==> src/design/sdseq_pkg.sv <==
// shared types, codes and helpers of the sd card command sequencer
package sdseq_pkg;

  typedef enum logic [2:0] {
    REQ_INIT  = 3'd0,
    REQ_READ  = 3'd1,
    REQ_WRITE = 3'd2,
    REQ_CMD   = 3'd3,
    REQ_DATA  = 3'd4
  } req_e;

  typedef enum logic [1:0] {
    KIND_CMD  = 2'd0,
    KIND_DONE = 2'd1,
    KIND_FAIL = 2'd2
  } kind_e;

  typedef enum logic [3:0] {
    RES_OK        = 4'd0,
    RES_DISK      = 4'd1,
    RES_TIMEOUT   = 4'd2,
    RES_CMD_CRC   = 4'd3,
    RES_CMD_CHECK = 4'd4,
    RES_DATA_CRC  = 4'd5,
    RES_FIFO      = 4'd6,
    RES_ALIGN     = 4'd7,
    RES_PARAM     = 4'd8,
    RES_NOT_READY = 4'd9
  } result_e;

  localparam logic [7:0] RSP_NONE = 8'h00;
  localparam logic [7:0] RSP_R1   = 8'h19;
  localparam logic [7:0] RSP_R1B  = 8'h1D;
  localparam logic [7:0] RSP_R2   = 8'h0A;
  localparam logic [7:0] RSP_R3   = 8'h01;
  localparam logic [7:0] CMD_DATA  = 8'h20;
  localparam logic [7:0] CMD_WRITE = 8'h40;

  localparam logic [5:0] CMD_GO_IDLE   = 6'd0;
  localparam logic [5:0] CMD_ALL_CID   = 6'd2;
  localparam logic [5:0] CMD_SEND_RCA  = 6'd3;
  localparam logic [5:0] CMD_SET_BUS   = 6'd6;
  localparam logic [5:0] CMD_SELECT    = 6'd7;
  localparam logic [5:0] CMD_IF_COND   = 6'd8;
  localparam logic [5:0] CMD_STOP      = 6'd12;
  localparam logic [5:0] CMD_BLOCKLEN  = 6'd16;
  localparam logic [5:0] CMD_READ_ONE  = 6'd17;
  localparam logic [5:0] CMD_READ_MANY = 6'd18;
  localparam logic [5:0] CMD_WRITE_ONE = 6'd24;
  localparam logic [5:0] CMD_WRITE_MANY = 6'd25;
  localparam logic [5:0] CMD_OP_COND   = 6'd41;
  localparam logic [5:0] CMD_APP       = 6'd55;

  localparam logic [11:0] IF_COND_ECHO = 12'h1AA;
  localparam logic [31:0] OP_COND_ARG  = 32'h4030_0000;
  localparam logic [15:0] RCA_REQUEST  = 16'h1234;
  localparam logic [31:0] BLOCK_BYTES  = 32'd512;
  localparam logic [4:0]  ST_SUCCESS   = 5'd1;

  typedef struct packed {
    logic [31:0] response_word;
    logic [4:0]  status_bits;
    logic [63:0] buffer_address;
    logic [31:0] block_total;
    logic [31:0] start_block;
  } in_data_t;

  typedef struct packed {
    logic        clock_fast;
    logic [3:0]  result_code;
    logic [63:0] dma_address;
    logic [11:0] blocks_minus_one;
    logic [31:0] cmd_argument;
    logic [13:0] command_word;
  } out_data_t;

  function automatic logic [13:0] cmd_word(input logic [5:0] idx, input logic [7:0] rsp);
    return {idx, rsp};
  endfunction

  function automatic result_e cmd_code(input logic [4:0] st);
    result_e c;
    c = RES_DISK;
    if (st[2]) c = RES_TIMEOUT;
    if (st[3]) c = RES_CMD_CRC;
    if (st[4]) c = RES_CMD_CHECK;
    return c;
  endfunction

  function automatic result_e data_code(input logic [4:0] st);
    result_e c;
    c = RES_DISK;
    if (st[2]) c = RES_TIMEOUT;
    if (st[3]) c = RES_DATA_CRC;
    if (st[4]) c = RES_FIFO;
    return c;
  endfunction

endpackage

==> src/design/sd_card_init_and_transfer_sequencer_top.sv <==
// sd card init and block transfer command sequencer, top level
//
// usage:
//   the slave stream carries requests and controller reports: tuser holds the
//   request type (start init, read, write, command report, data report), tdata
//   the block range, buffer address, status bits and response word.
//   the master stream carries at most one result per request: tuser is the
//   kind (issue command, done, failed), tdata the command word, argument,
//   block count, dma address, result code and the fast clock flag.
//   a transaction is registered at the input, decoded in one pass against the
//   sequencer state and written to the output register, where its result, if any,
//   is offered to the master stream. throughput is one transaction per cycle while
//   the master side takes results; the limit is the single pass of next-state
//   logic, whose longest path is the chunk advance (32-bit subtract and compare,
//   64-bit buffer add).
//   when the master side stalls, one result waits in the output register and
//   one more transaction waits in the input register; tready drops after that.
//   reset clears the phase to idle, drops the initialized and fast clock flags
//   and empties both registers.
module sd_card_init_and_transfer_sequencer_top #(
  parameter int MAX_CHUNK_BLOCKS = 4096
) (
  input  logic         clk_i,
  input  logic         rst_ni,
  input  logic         s_axis_tvalid,
  output logic         s_axis_tready,
  // start_block, block_total, buffer_address, status_bits, response_word, zero fill
  input  logic [167:0] s_axis_tdata,
  // req_type
  input  logic [2:0]   s_axis_tuser,
  output logic         m_axis_tvalid,
  input  logic         m_axis_tready,
  // command_word, cmd_argument, blocks_minus_one, dma_address, result_code,
  // clock_fast, zero fill
  output logic [127:0] m_axis_tdata,
  // out_kind
  output logic [1:0]   m_axis_tuser
);

  localparam int CW = $clog2(MAX_CHUNK_BLOCKS + 1);

  typedef enum logic [4:0] {
    PH_IDLE  = 5'd0,
    PH_CMD0  = 5'd1,
    PH_CMD8  = 5'd2,
    PH_C55A  = 5'd3,
    PH_A41   = 5'd4,
    PH_CMD2  = 5'd5,
    PH_CMD3  = 5'd6,
    PH_CMD7  = 5'd7,
    PH_C55B  = 5'd8,
    PH_A6    = 5'd9,
    PH_CMD16 = 5'd10,
    PH_DCMD  = 5'd11,
    PH_DATA  = 5'd12,
    PH_CMD12 = 5'd13
  } phase_e;

  // input register
  logic                in_v_q;
  sdseq_pkg::in_data_t in_data_q;
  logic [2:0]          in_req_q;

  // output register
  logic                 out_v_q;
  sdseq_pkg::out_data_t out_data_q;
  sdseq_pkg::kind_e     out_kind_q;

  // sequencer state
  phase_e         phase_q, phase_d;
  logic           sd2_q, sd2_d;
  logic           blk_addr_q, blk_addr_d;
  logic           init_q, init_d;
  logic [15:0]    rca_q, rca_d;
  logic [31:0]    left_q, left_d;
  logic [31:0]    cpos_q, cpos_d;
  logic [63:0]    bpos_q, bpos_d;
  logic [CW-1:0]  chunk_q, chunk_d;
  logic           wr_q, wr_d;
  logic           fast_q, fast_d;

  logic adv;
  logic emit;
  logic do_chunk;
  sdseq_pkg::kind_e   o_kind;
  sdseq_pkg::result_e o_code;
  logic [13:0]   o_word;
  logic [31:0]   o_arg;
  logic [11:0]   o_bm1;
  logic [63:0]   o_dma;
  logic [CW-1:0] n_new;
  logic [5:0]    dcmd_idx;
  logic [4:0]    st;
  logic [31:0]   rsp;

  assign adv           = !out_v_q || m_axis_tready;
  assign s_axis_tready = !in_v_q || adv;
  assign st            = in_data_q.status_bits;
  assign rsp           = in_data_q.response_word;

  always_comb begin
    phase_d    = phase_q;
    sd2_d      = sd2_q;
    blk_addr_d = blk_addr_q;
    init_d     = init_q;
    rca_d      = rca_q;
    left_d     = left_q;
    cpos_d     = cpos_q;
    bpos_d     = bpos_q;
    chunk_d    = chunk_q;
    wr_d       = wr_q;
    fast_d     = fast_q;
    emit       = 1'b0;
    do_chunk   = 1'b0;
    o_kind     = sdseq_pkg::KIND_CMD;
    o_code     = sdseq_pkg::RES_OK;
    o_word     = '0;
    o_arg      = '0;
    o_bm1      = '0;
    o_dma      = '0;
    n_new      = '0;
    dcmd_idx   = '0;

    case (in_req_q)
      sdseq_pkg::REQ_INIT: begin
        sd2_d      = 1'b0;
        blk_addr_d = 1'b0;
        init_d     = 1'b0;
        fast_d     = 1'b0;
        phase_d    = PH_CMD0;
        emit       = 1'b1;
        o_word     = sdseq_pkg::cmd_word(sdseq_pkg::CMD_GO_IDLE, sdseq_pkg::RSP_NONE);
      end
      sdseq_pkg::REQ_READ, sdseq_pkg::REQ_WRITE: begin
        emit = 1'b1;
        if (phase_q != PH_IDLE) begin
          o_kind = sdseq_pkg::KIND_FAIL;
          o_code = sdseq_pkg::RES_NOT_READY;
        end else if (in_data_q.block_total == '0) begin
          o_kind = sdseq_pkg::KIND_FAIL;
          o_code = sdseq_pkg::RES_PARAM;
        end else if (!init_q) begin
          o_kind = sdseq_pkg::KIND_FAIL;
          o_code = sdseq_pkg::RES_NOT_READY;
        end else begin
          wr_d     = (in_req_q == sdseq_pkg::REQ_WRITE);
          left_d   = in_data_q.block_total;
          cpos_d   = blk_addr_q ? in_data_q.start_block : (in_data_q.start_block << 9);
          bpos_d   = in_data_q.buffer_address;
          do_chunk = 1'b1;
        end
      end
      sdseq_pkg::REQ_DATA: begin
        if (st != '0 && phase_q == PH_DATA) begin
          if (st != sdseq_pkg::ST_SUCCESS) begin
            phase_d = PH_IDLE;
            emit    = 1'b1;
            o_kind  = sdseq_pkg::KIND_FAIL;
            o_code  = sdseq_pkg::data_code(st);
          end else if (chunk_q > CW'(1)) begin
            phase_d = PH_CMD12;
            emit    = 1'b1;
            o_word  = sdseq_pkg::cmd_word(sdseq_pkg::CMD_STOP, sdseq_pkg::RSP_R1B);
          end else begin
            do_chunk = 1'b1;
          end
        end
      end
      sdseq_pkg::REQ_CMD: begin
        if (st != '0 && phase_q != PH_IDLE && phase_q != PH_DATA) begin
          if (phase_q == PH_CMD0) begin
            sd2_d   = 1'b0;
            phase_d = PH_CMD8;
            emit    = 1'b1;
            o_word  = sdseq_pkg::cmd_word(sdseq_pkg::CMD_IF_COND, sdseq_pkg::RSP_R1);
            o_arg   = 32'(sdseq_pkg::IF_COND_ECHO);
          end else if (phase_q == PH_CMD8) begin
            emit = 1'b1;
            if (st == sdseq_pkg::ST_SUCCESS && rsp[11:0] != sdseq_pkg::IF_COND_ECHO) begin
              phase_d = PH_IDLE;
              o_kind  = sdseq_pkg::KIND_FAIL;
              o_code  = sdseq_pkg::RES_CMD_CHECK;
            end else begin
              if (st == sdseq_pkg::ST_SUCCESS) sd2_d = 1'b1;
              phase_d = PH_C55A;
              o_word  = sdseq_pkg::cmd_word(sdseq_pkg::CMD_APP, sdseq_pkg::RSP_R1);
            end
          end else if (st != sdseq_pkg::ST_SUCCESS) begin
            phase_d = PH_IDLE;
            emit    = 1'b1;
            o_kind  = sdseq_pkg::KIND_FAIL;
            o_code  = sdseq_pkg::cmd_code(st);
          end else begin
            case (phase_q)
              PH_C55A: begin
                phase_d = PH_A41;
                emit    = 1'b1;
                o_word  = sdseq_pkg::cmd_word(sdseq_pkg::CMD_OP_COND, sdseq_pkg::RSP_R3);
                o_arg   = sdseq_pkg::OP_COND_ARG;
              end
              PH_A41: begin
                emit = 1'b1;
                if (rsp[31]) begin
                  if (rsp[30]) blk_addr_d = 1'b1;
                  phase_d = PH_CMD2;
                  o_word  = sdseq_pkg::cmd_word(sdseq_pkg::CMD_ALL_CID, sdseq_pkg::RSP_R2);
                end else begin
                  phase_d = PH_C55A;
                  o_word  = sdseq_pkg::cmd_word(sdseq_pkg::CMD_APP, sdseq_pkg::RSP_R1);
                end
              end
              PH_CMD2: begin
                phase_d = PH_CMD3;
                emit    = 1'b1;
                o_word  = sdseq_pkg::cmd_word(sdseq_pkg::CMD_SEND_RCA, sdseq_pkg::RSP_R1B);
                o_arg   = {sdseq_pkg::RCA_REQUEST, 16'h0000};
              end
              PH_CMD3: begin
                rca_d   = rsp[31:16];
                phase_d = PH_CMD7;
                emit    = 1'b1;
                o_word  = sdseq_pkg::cmd_word(sdseq_pkg::CMD_SELECT, sdseq_pkg::RSP_R1B);
                o_arg   = {rsp[31:16], 16'h0000};
              end
              PH_CMD7: begin
                fast_d  = 1'b1;
                phase_d = PH_C55B;
                emit    = 1'b1;
                o_word  = sdseq_pkg::cmd_word(sdseq_pkg::CMD_APP, sdseq_pkg::RSP_R1);
                o_arg   = {rca_q, 16'h0000};
              end
              PH_C55B: begin
                phase_d = PH_A6;
                emit    = 1'b1;
                o_word  = sdseq_pkg::cmd_word(sdseq_pkg::CMD_SET_BUS, sdseq_pkg::RSP_R1);
              end
              PH_A6: begin
                phase_d = PH_CMD16;
                emit    = 1'b1;
                o_word  = sdseq_pkg::cmd_word(sdseq_pkg::CMD_BLOCKLEN, sdseq_pkg::RSP_R1);
                o_arg   = sdseq_pkg::BLOCK_BYTES;
              end
              PH_CMD16: begin
                init_d  = 1'b1;
                phase_d = PH_IDLE;
                emit    = 1'b1;
                o_kind  = sdseq_pkg::KIND_DONE;
              end
              PH_DCMD: begin
                phase_d = PH_DATA;
              end
              PH_CMD12: begin
                do_chunk = 1'b1;
              end
              default: begin
                phase_d = PH_IDLE;
              end
            endcase
          end
        end
      end
      default: begin
      end
    endcase

    // chunk advance after a finished chunk (done if none left), then chunk issue
    if (do_chunk && in_req_q != sdseq_pkg::REQ_READ && in_req_q != sdseq_pkg::REQ_WRITE) begin
      cpos_d = blk_addr_q ? (cpos_q + 32'(chunk_q)) : (cpos_q + (32'(chunk_q) << 9));
      bpos_d = bpos_q + (64'(chunk_q) << 9);
      left_d = (32'(chunk_q) > left_q) ? '0 : (left_q - 32'(chunk_q));
      if (left_d == '0) begin
        do_chunk = 1'b0;
        phase_d  = PH_IDLE;
        emit     = 1'b1;
        o_kind   = sdseq_pkg::KIND_DONE;
      end
    end

    if (do_chunk) begin
      emit = 1'b1;
      if (bpos_d[1:0] != 2'b00) begin
        phase_d = PH_IDLE;
        o_kind  = sdseq_pkg::KIND_FAIL;
        o_code  = sdseq_pkg::RES_ALIGN;
      end else begin
        n_new   = (left_d > 32'(MAX_CHUNK_BLOCKS)) ? CW'(MAX_CHUNK_BLOCKS) : left_d[CW-1:0];
        chunk_d = n_new;
        if (wr_d) begin
          dcmd_idx = (n_new == CW'(1)) ? sdseq_pkg::CMD_WRITE_ONE : sdseq_pkg::CMD_WRITE_MANY;
        end else begin
          dcmd_idx = (n_new == CW'(1)) ? sdseq_pkg::CMD_READ_ONE : sdseq_pkg::CMD_READ_MANY;
        end
        phase_d = PH_DCMD;
        o_word  = sdseq_pkg::cmd_word(dcmd_idx, sdseq_pkg::RSP_R1 | sdseq_pkg::CMD_DATA
                                      | (wr_d ? sdseq_pkg::CMD_WRITE : 8'h00));
        o_arg   = cpos_d;
        o_bm1   = 12'(32'(n_new) - 32'd1);
        o_dma   = bpos_d;
      end
    end
  end

  always_ff @(posedge clk_i or negedge rst_ni) begin
    if (!rst_ni) begin
      in_v_q     <= 1'b0;
      out_v_q    <= 1'b0;
      phase_q    <= PH_IDLE;
      sd2_q      <= 1'b0;
      blk_addr_q <= 1'b0;
      init_q     <= 1'b0;
      rca_q      <= '0;
      left_q     <= '0;
      cpos_q     <= '0;
      bpos_q     <= '0;
      chunk_q    <= '0;
      wr_q       <= 1'b0;
      fast_q     <= 1'b0;
    end else begin
      if (s_axis_tready) begin
        in_v_q <= s_axis_tvalid;
      end
      if (adv) begin
        out_v_q <= in_v_q && emit;
      end
      if (adv && in_v_q) begin
        phase_q    <= phase_d;
        sd2_q      <= sd2_d;
        blk_addr_q <= blk_addr_d;
        init_q     <= init_d;
        rca_q      <= rca_d;
        left_q     <= left_d;
        cpos_q     <= cpos_d;
        bpos_q     <= bpos_d;
        chunk_q    <= chunk_d;
        wr_q       <= wr_d;
        fast_q     <= fast_d;
      end
    end
  end

  always_ff @(posedge clk_i) begin
    if (s_axis_tready && s_axis_tvalid) begin
      in_data_q <= s_axis_tdata[164:0];
      in_req_q  <= s_axis_tuser;
    end
    if (adv && in_v_q && emit) begin
      out_kind_q                  <= o_kind;
      out_data_q.command_word     <= o_word;
      out_data_q.cmd_argument     <= o_arg;
      out_data_q.blocks_minus_one <= o_bm1;
      out_data_q.dma_address      <= o_dma;
      out_data_q.result_code      <= o_code;
      out_data_q.clock_fast       <= fast_d;
    end
  end

  assign m_axis_tvalid = out_v_q;
  assign m_axis_tdata  = {1'b0, out_data_q};
  assign m_axis_tuser  = out_kind_q;

  // input side never stalls while the output slot can move
  assert property (@(posedge clk_i) disable iff (!rst_ni)
    (!out_v_q || m_axis_tready) |-> s_axis_tready)
    else $error("input stalled with free output slot");

  // a waiting input transaction is kept while the output is blocked
  assert property (@(posedge clk_i) disable iff (!rst_ni)
    (in_v_q && !adv) |=> in_v_q)
    else $error("input transaction lost during stall");

  // failures always carry a nonzero code, commands and completions never do
  assert property (@(posedge clk_i) disable iff (!rst_ni)
    out_v_q |-> ((out_kind_q == sdseq_pkg::KIND_FAIL) == (out_data_q.result_code != 4'd0)))
    else $error("result code does not match result kind");

endmodule

==> config.mk <==
export PLATFORM = sky130hd
export DESIGN_NAME = sd_card_init_and_transfer_sequencer_top
export DESIGN_NICKNAME = d
export VERILOG_FILES = /design/src/design/sdseq_pkg.sv /design/src/design/sd_card_init_and_transfer_sequencer_top.sv
export SDC_FILE = /design/constraint.sdc
export NUM_CORES = 1
export LEC_CHECK = 0
export BUFFER_PORTS_ARGS = -buffer_cell sky130_fd_sc_hd__buf_2
export CAP_MARGIN = 0
export CORE_ASPECT_RATIO = 0.7
export CORE_MARGIN = 2
export CORE_UTILIZATION = 50
export CTS_BUF_LIST = sky130_fd_sc_hd__clkbuf_2
export DETAILED_ROUTE_END_ITERATION = 7
export GPL_TIMING_DRIVEN = 1
export MAX_ROUTING_LAYER = met4
export PLACE_DENSITY_LB_ADDON = 0.2
export SYNTH_ARGS = -nofsm -noshare
export SYNTH_HDL_FRONTEND = slang
export SYNTH_SLANG_ARGS = --single-unit
==> constraint.sdc <==
create_clock -name clk_i -period 13.5 [get_ports clk_i]
set_clock_uncertainty 0.05 [all_clocks]
set_input_delay 0 -clock clk_i [delete_from_list [all_inputs] [get_ports clk_i]]
set_output_delay 0 -clock clk_i [all_outputs]
set_load 0.02 [all_outputs]
==> flow_summary.json <==
{
  "status": "finished, final reports clean",
  "mostFrequentLayoutCells": "dlygate4sd3_1 (485), buf_2 (296), edfxtp_1 (292), nand2_1 (248), a21oi_1 (208)",
  "clk_pin_slew_ps": 110,
  "antenna_found_initial": 3,
  "cts_tree": "yes",
  "async_reset_ff_share_pct": 36.5,
  "dpl.cell_count": 3303,
  "ant_nets": 0,
  "p_leak_nw": 13.4,
  "synth_top_cell_area_share_pct": 35.4,
  "mostFrequentLayoutCell": "dlygate4sd3_1",
  "cp.required_ps": 14480,
  "synth_compound_area_share_pct": 19.0,
  "crit_arrival_ps": 7990,
  "synth_warnings": 0,
  "htree_levels": 3,
  "drtIter0Drc": 3076,
  "place_hpwl_um": 56300,
  "drtPass1Iterations": 8,
  "relSlewSlack_pct": 7.49,
  "synth_edf_count": 292,
  "die_h_um": 190,
  "yosys.area.top_type": "edfxtp_1",
  "cap_viol_max_count": 0,
  "drc_errors": 0,
  "finalSetupViolations": 0,
  "fin_crit_sh_pct": 51.9,
  "finalWirelength_um": 93300,
  "portBuffers": 297,
  "layout.nets": 3468,
  "fill_cells": 3737,
  "rrSetupSlack_ps": 6490,
  "rows": 68,
  "clkSinkCount": 460,
  "synth_top_family_by_area": "compound AO/OA/AOI/OAI gates",
  "fmax_mhz": 143,
  "synth_mux_area_share_pct": 3.93,
  "track_usage_pct": 36.7,
  "r2r-end": "m_axis_tdata[54]$_SDFFCE_PN0P_",
  "viasPerCell": 6.08,
  "cts_buffers": 108,
  "setup_slack_ps": 6490,
  "synthAdderAreaFrac_pct": 3.10,
  "worstSetupEndpoint": "m_axis_tdata[54]$_SDFFCE_PN0P_",
  "cp-startpoint": "chunk_q[1]$_DFFE_PN0P_",
  "ys_ff_latch": 460,
  "post_drt_wl_per_cell_um": 23.3,
  "die_area_um2": 51400,
  "grt_max_degree": 74,
  "drive_gt1_share_pct": 17.9,
  "yosysUniqueCellTypes": 91,
  "vdd_ir_drop_max_uv": 83.4,
  "crit_type": "reg -> reg",
  "synth_xor_area_share_pct": 2.65,
  "ys_seq_area_share_pct": 52.4,
  "finalHoldViolations": 0,
  "cts_buffer_depth": 3,
  "synth_area_um2": 24800,
  "fp.dieW_um": 270,
  "fin_cells": 4001,
  "clock_latency_ps": 1290,
  "critPathCaptureType": "flop",
  "clockRootBuffer": "clkbuf_2",
  "setup_tns_ps": 0,
  "yosys.area_share.simple_pct": 15.8,
  "grt_pass1_wl_um": 140000,
  "synthCells": 2448,
  "reg2reg_depth": 16,
  "overflow": 0,
  "worst_slew_pin_slew_ps": 1380,
  "dp_slack_ps": 6770,
  "cts_resized": 0,
  "io_pins": 307,
  "min_path_type": "in -> reg",
  "gp_congestion": 0.987,
  "startpoint_type": "flop",
  "rr_startpoint": "chunk_q[1]$_DFFE_PN0P_",
  "synthTopCellsByArea": "edfxtp_1 (35%), dfrtp_1 (17%), a21oi_1 (4.2%), o21ai_0 (3.9%), nand2_1 (3.8%)",
  "drv_slew": 0,
  "grt_pass1_vias": 23646,
  "synth_ff_type": "edfxtp_1",
  "via_count": 24340,
  "p_per_area_nw_per_um2": 159,
  "rsz0062_at_grt": "false",
  "area_delta_synth_final_pct": 32.5,
  "initial_core_util_pct": 50.5,
  "core_um2": 49100,
  "crit_fanout": 20,
  "syn_area_per_cell_um2": 10.1,
  "min_period_ps": 7010
}
==> flip-flops by register name (all words and copies together) (netlist names) <==
name / count
left_q: 32
bpos_q: 64
m_axis_tuser: 2
rca_q: 16
fast_q: 1
init_q: 1
chunk_q: 13
in_data_q: 128
rsp: 28
wr_q: 1
in_v_q: 1
m_axis_tdata: 126
blk_addr_q: 1
st: 5
phase_q: 5
in_req_q: 3
m_axis_tvalid: 1
cpos_q: 32
==> kinds of logic (layout without fill, tap and decap cells) <==
logic type | after synthesis | after routing
AOI/OAI and AO/OA | 752 | 752
xor gates and xnor gates | 75 | 75
adders and majority gates | 59 | 59
buffers and inverters | 199 | 1077
DFF | 460 | 460
muxes | 92 | 92
other | 1 | 11
and+or+nand+nor | 810 | 810
==> cell usage after synthesis, types with 6 or more instances <==
| cell type | count |
|---|---|
| nand2_1 | 250 |
| dfrtp_1 | 168 |
| o22a_1 | 6 |
| a21o_1 | 30 |
| o31ai_1 | 12 |
| o32ai_1 | 9 |
| o21a_1 | 17 |
| ha_1 | 55 |
| inv_1 | 52 |
| a211oi_1 | 21 |
| or3_1 | 20 |
| o21ai_1 | 6 |
| buf_1 | 21 |
| a221oi_1 | 7 |
| a22oi_1 | 52 |
| a31oi_1 | 19 |
| mux2i_1 | 50 |
| and3_1 | 27 |
| nand3_1 | 84 |
| nor2_1 | 198 |
| xor2_1 | 31 |
| a2111oi_0 | 7 |
| nor3b_1 | 9 |
| a211o_1 | 6 |
| o21ai_0 | 193 |
| o31a_1 | 7 |
| and2_1 | 13 |
| a22o_1 | 6 |
| nand3b_1 | 6 |
| nand4_1 | 22 |
| or4_1 | 12 |
| and4_1 | 10 |
| nor2b_1 | 16 |
| nand2b_1 | 22 |
| clkbuf_1 | 118 |
| nor3_1 | 60 |
| nor4_1 | 32 |
| mux2_2 | 37 |
| a21oi_1 | 210 |
| o22ai_1 | 70 |
| xnor2_1 | 44 |
| o211ai_1 | 11 |
| a31o_2 | 7 |
| edfxtp_1 | 292 |
==> cell type report <==
cell class | count | area (um2) | area share, %
Clock inverter | 29 | 136 | 0.415
Clock buffer | 176 | 881 | 2.68
Multi-Input combinational cell | 1792 | 11100 | 33.9
Antenna cell | 7 | 17.5 | 0.0534
Sequential cell | 460 | 13000 | 39.5
Timing Repair Buffer | 819 | 6650 | 20.2
Tap cell | 665 | 832 | 2.53
Inverter | 53 | 199 | 0.606
==> per-stage QoR <==
stage                     area (um2)  util [%]  total power [mW]  hold slack [ps]
after global routing           32800      66.9              5.52            -48.0
after global placement         26900      54.8              4.05             48.2
after floorplan                24800         -              3.45             -346
final                          32800      66.9              5.23             55.1
after detailed placement       26900      54.8              4.08             51.4
after CTS                      32700      66.6              5.13             2.79
==> where the power goes <==
group	internal (mW)	leakage, nW	total (mW)	switching [mW]
sequential	1.76	5.05	2.07	0.314
combinational	0.820	7.55	2.18	1.36
clock	0.348	0.797	0.972	0.625
==> worst max-delay path, cell delays in order (launching register included) <==
cell and delay (ps):
dfrtp_1 520, inv_1 280, fa_1 540, a211oi_1 430
o21ai_1 220, o211a_1 360, o31ai_4 410, buf_4 380
nor3b_1 90, a221oi_1 580, nand4_1 270, nor3_1 1100
and3_1 440, inv_1 70, ha_1 340, or4_1 560
a41oi_1 190
==> worst min-delay path by stage <==
stage                                  from                       end  slack [ps]  cells past startpoint
after floorplan                      rst_ni    blk_addr_q$_DFFE_PN0P_        -350                      0
after global placement               rst_ni          wr_q$_DFFE_PN0P_          50                      1
after detailed placement             rst_ni          wr_q$_DFFE_PN0P_          50                      1
after CTS                 s_axis_tdata[113]  in_data_q[113]$_DFFE_PP_           3                      3
after global routing       s_axis_tdata[15]   in_data_q[15]$_DFFE_PP_         -50                      3
final                      s_axis_tdata[35]   in_data_q[35]$_DFFE_PP_          60                      3
==> per-layer routing <==
layer	up-vias	track usage, %	wire length, um
li1	10881	-	-
met1	11796	51.4	39900
met2	1453	54.8	41700
met3	210	6.43	9050
met4	0	11.2	2540
met5	-	-	0
==> what timing repair did <==
action                    4_1_cts  5_1_grt
hold endpoints to repair      543       10
buffers inserted                0        0
hold buffers                  476       10
No activity file was read; power rests on OpenSTA's default activity.
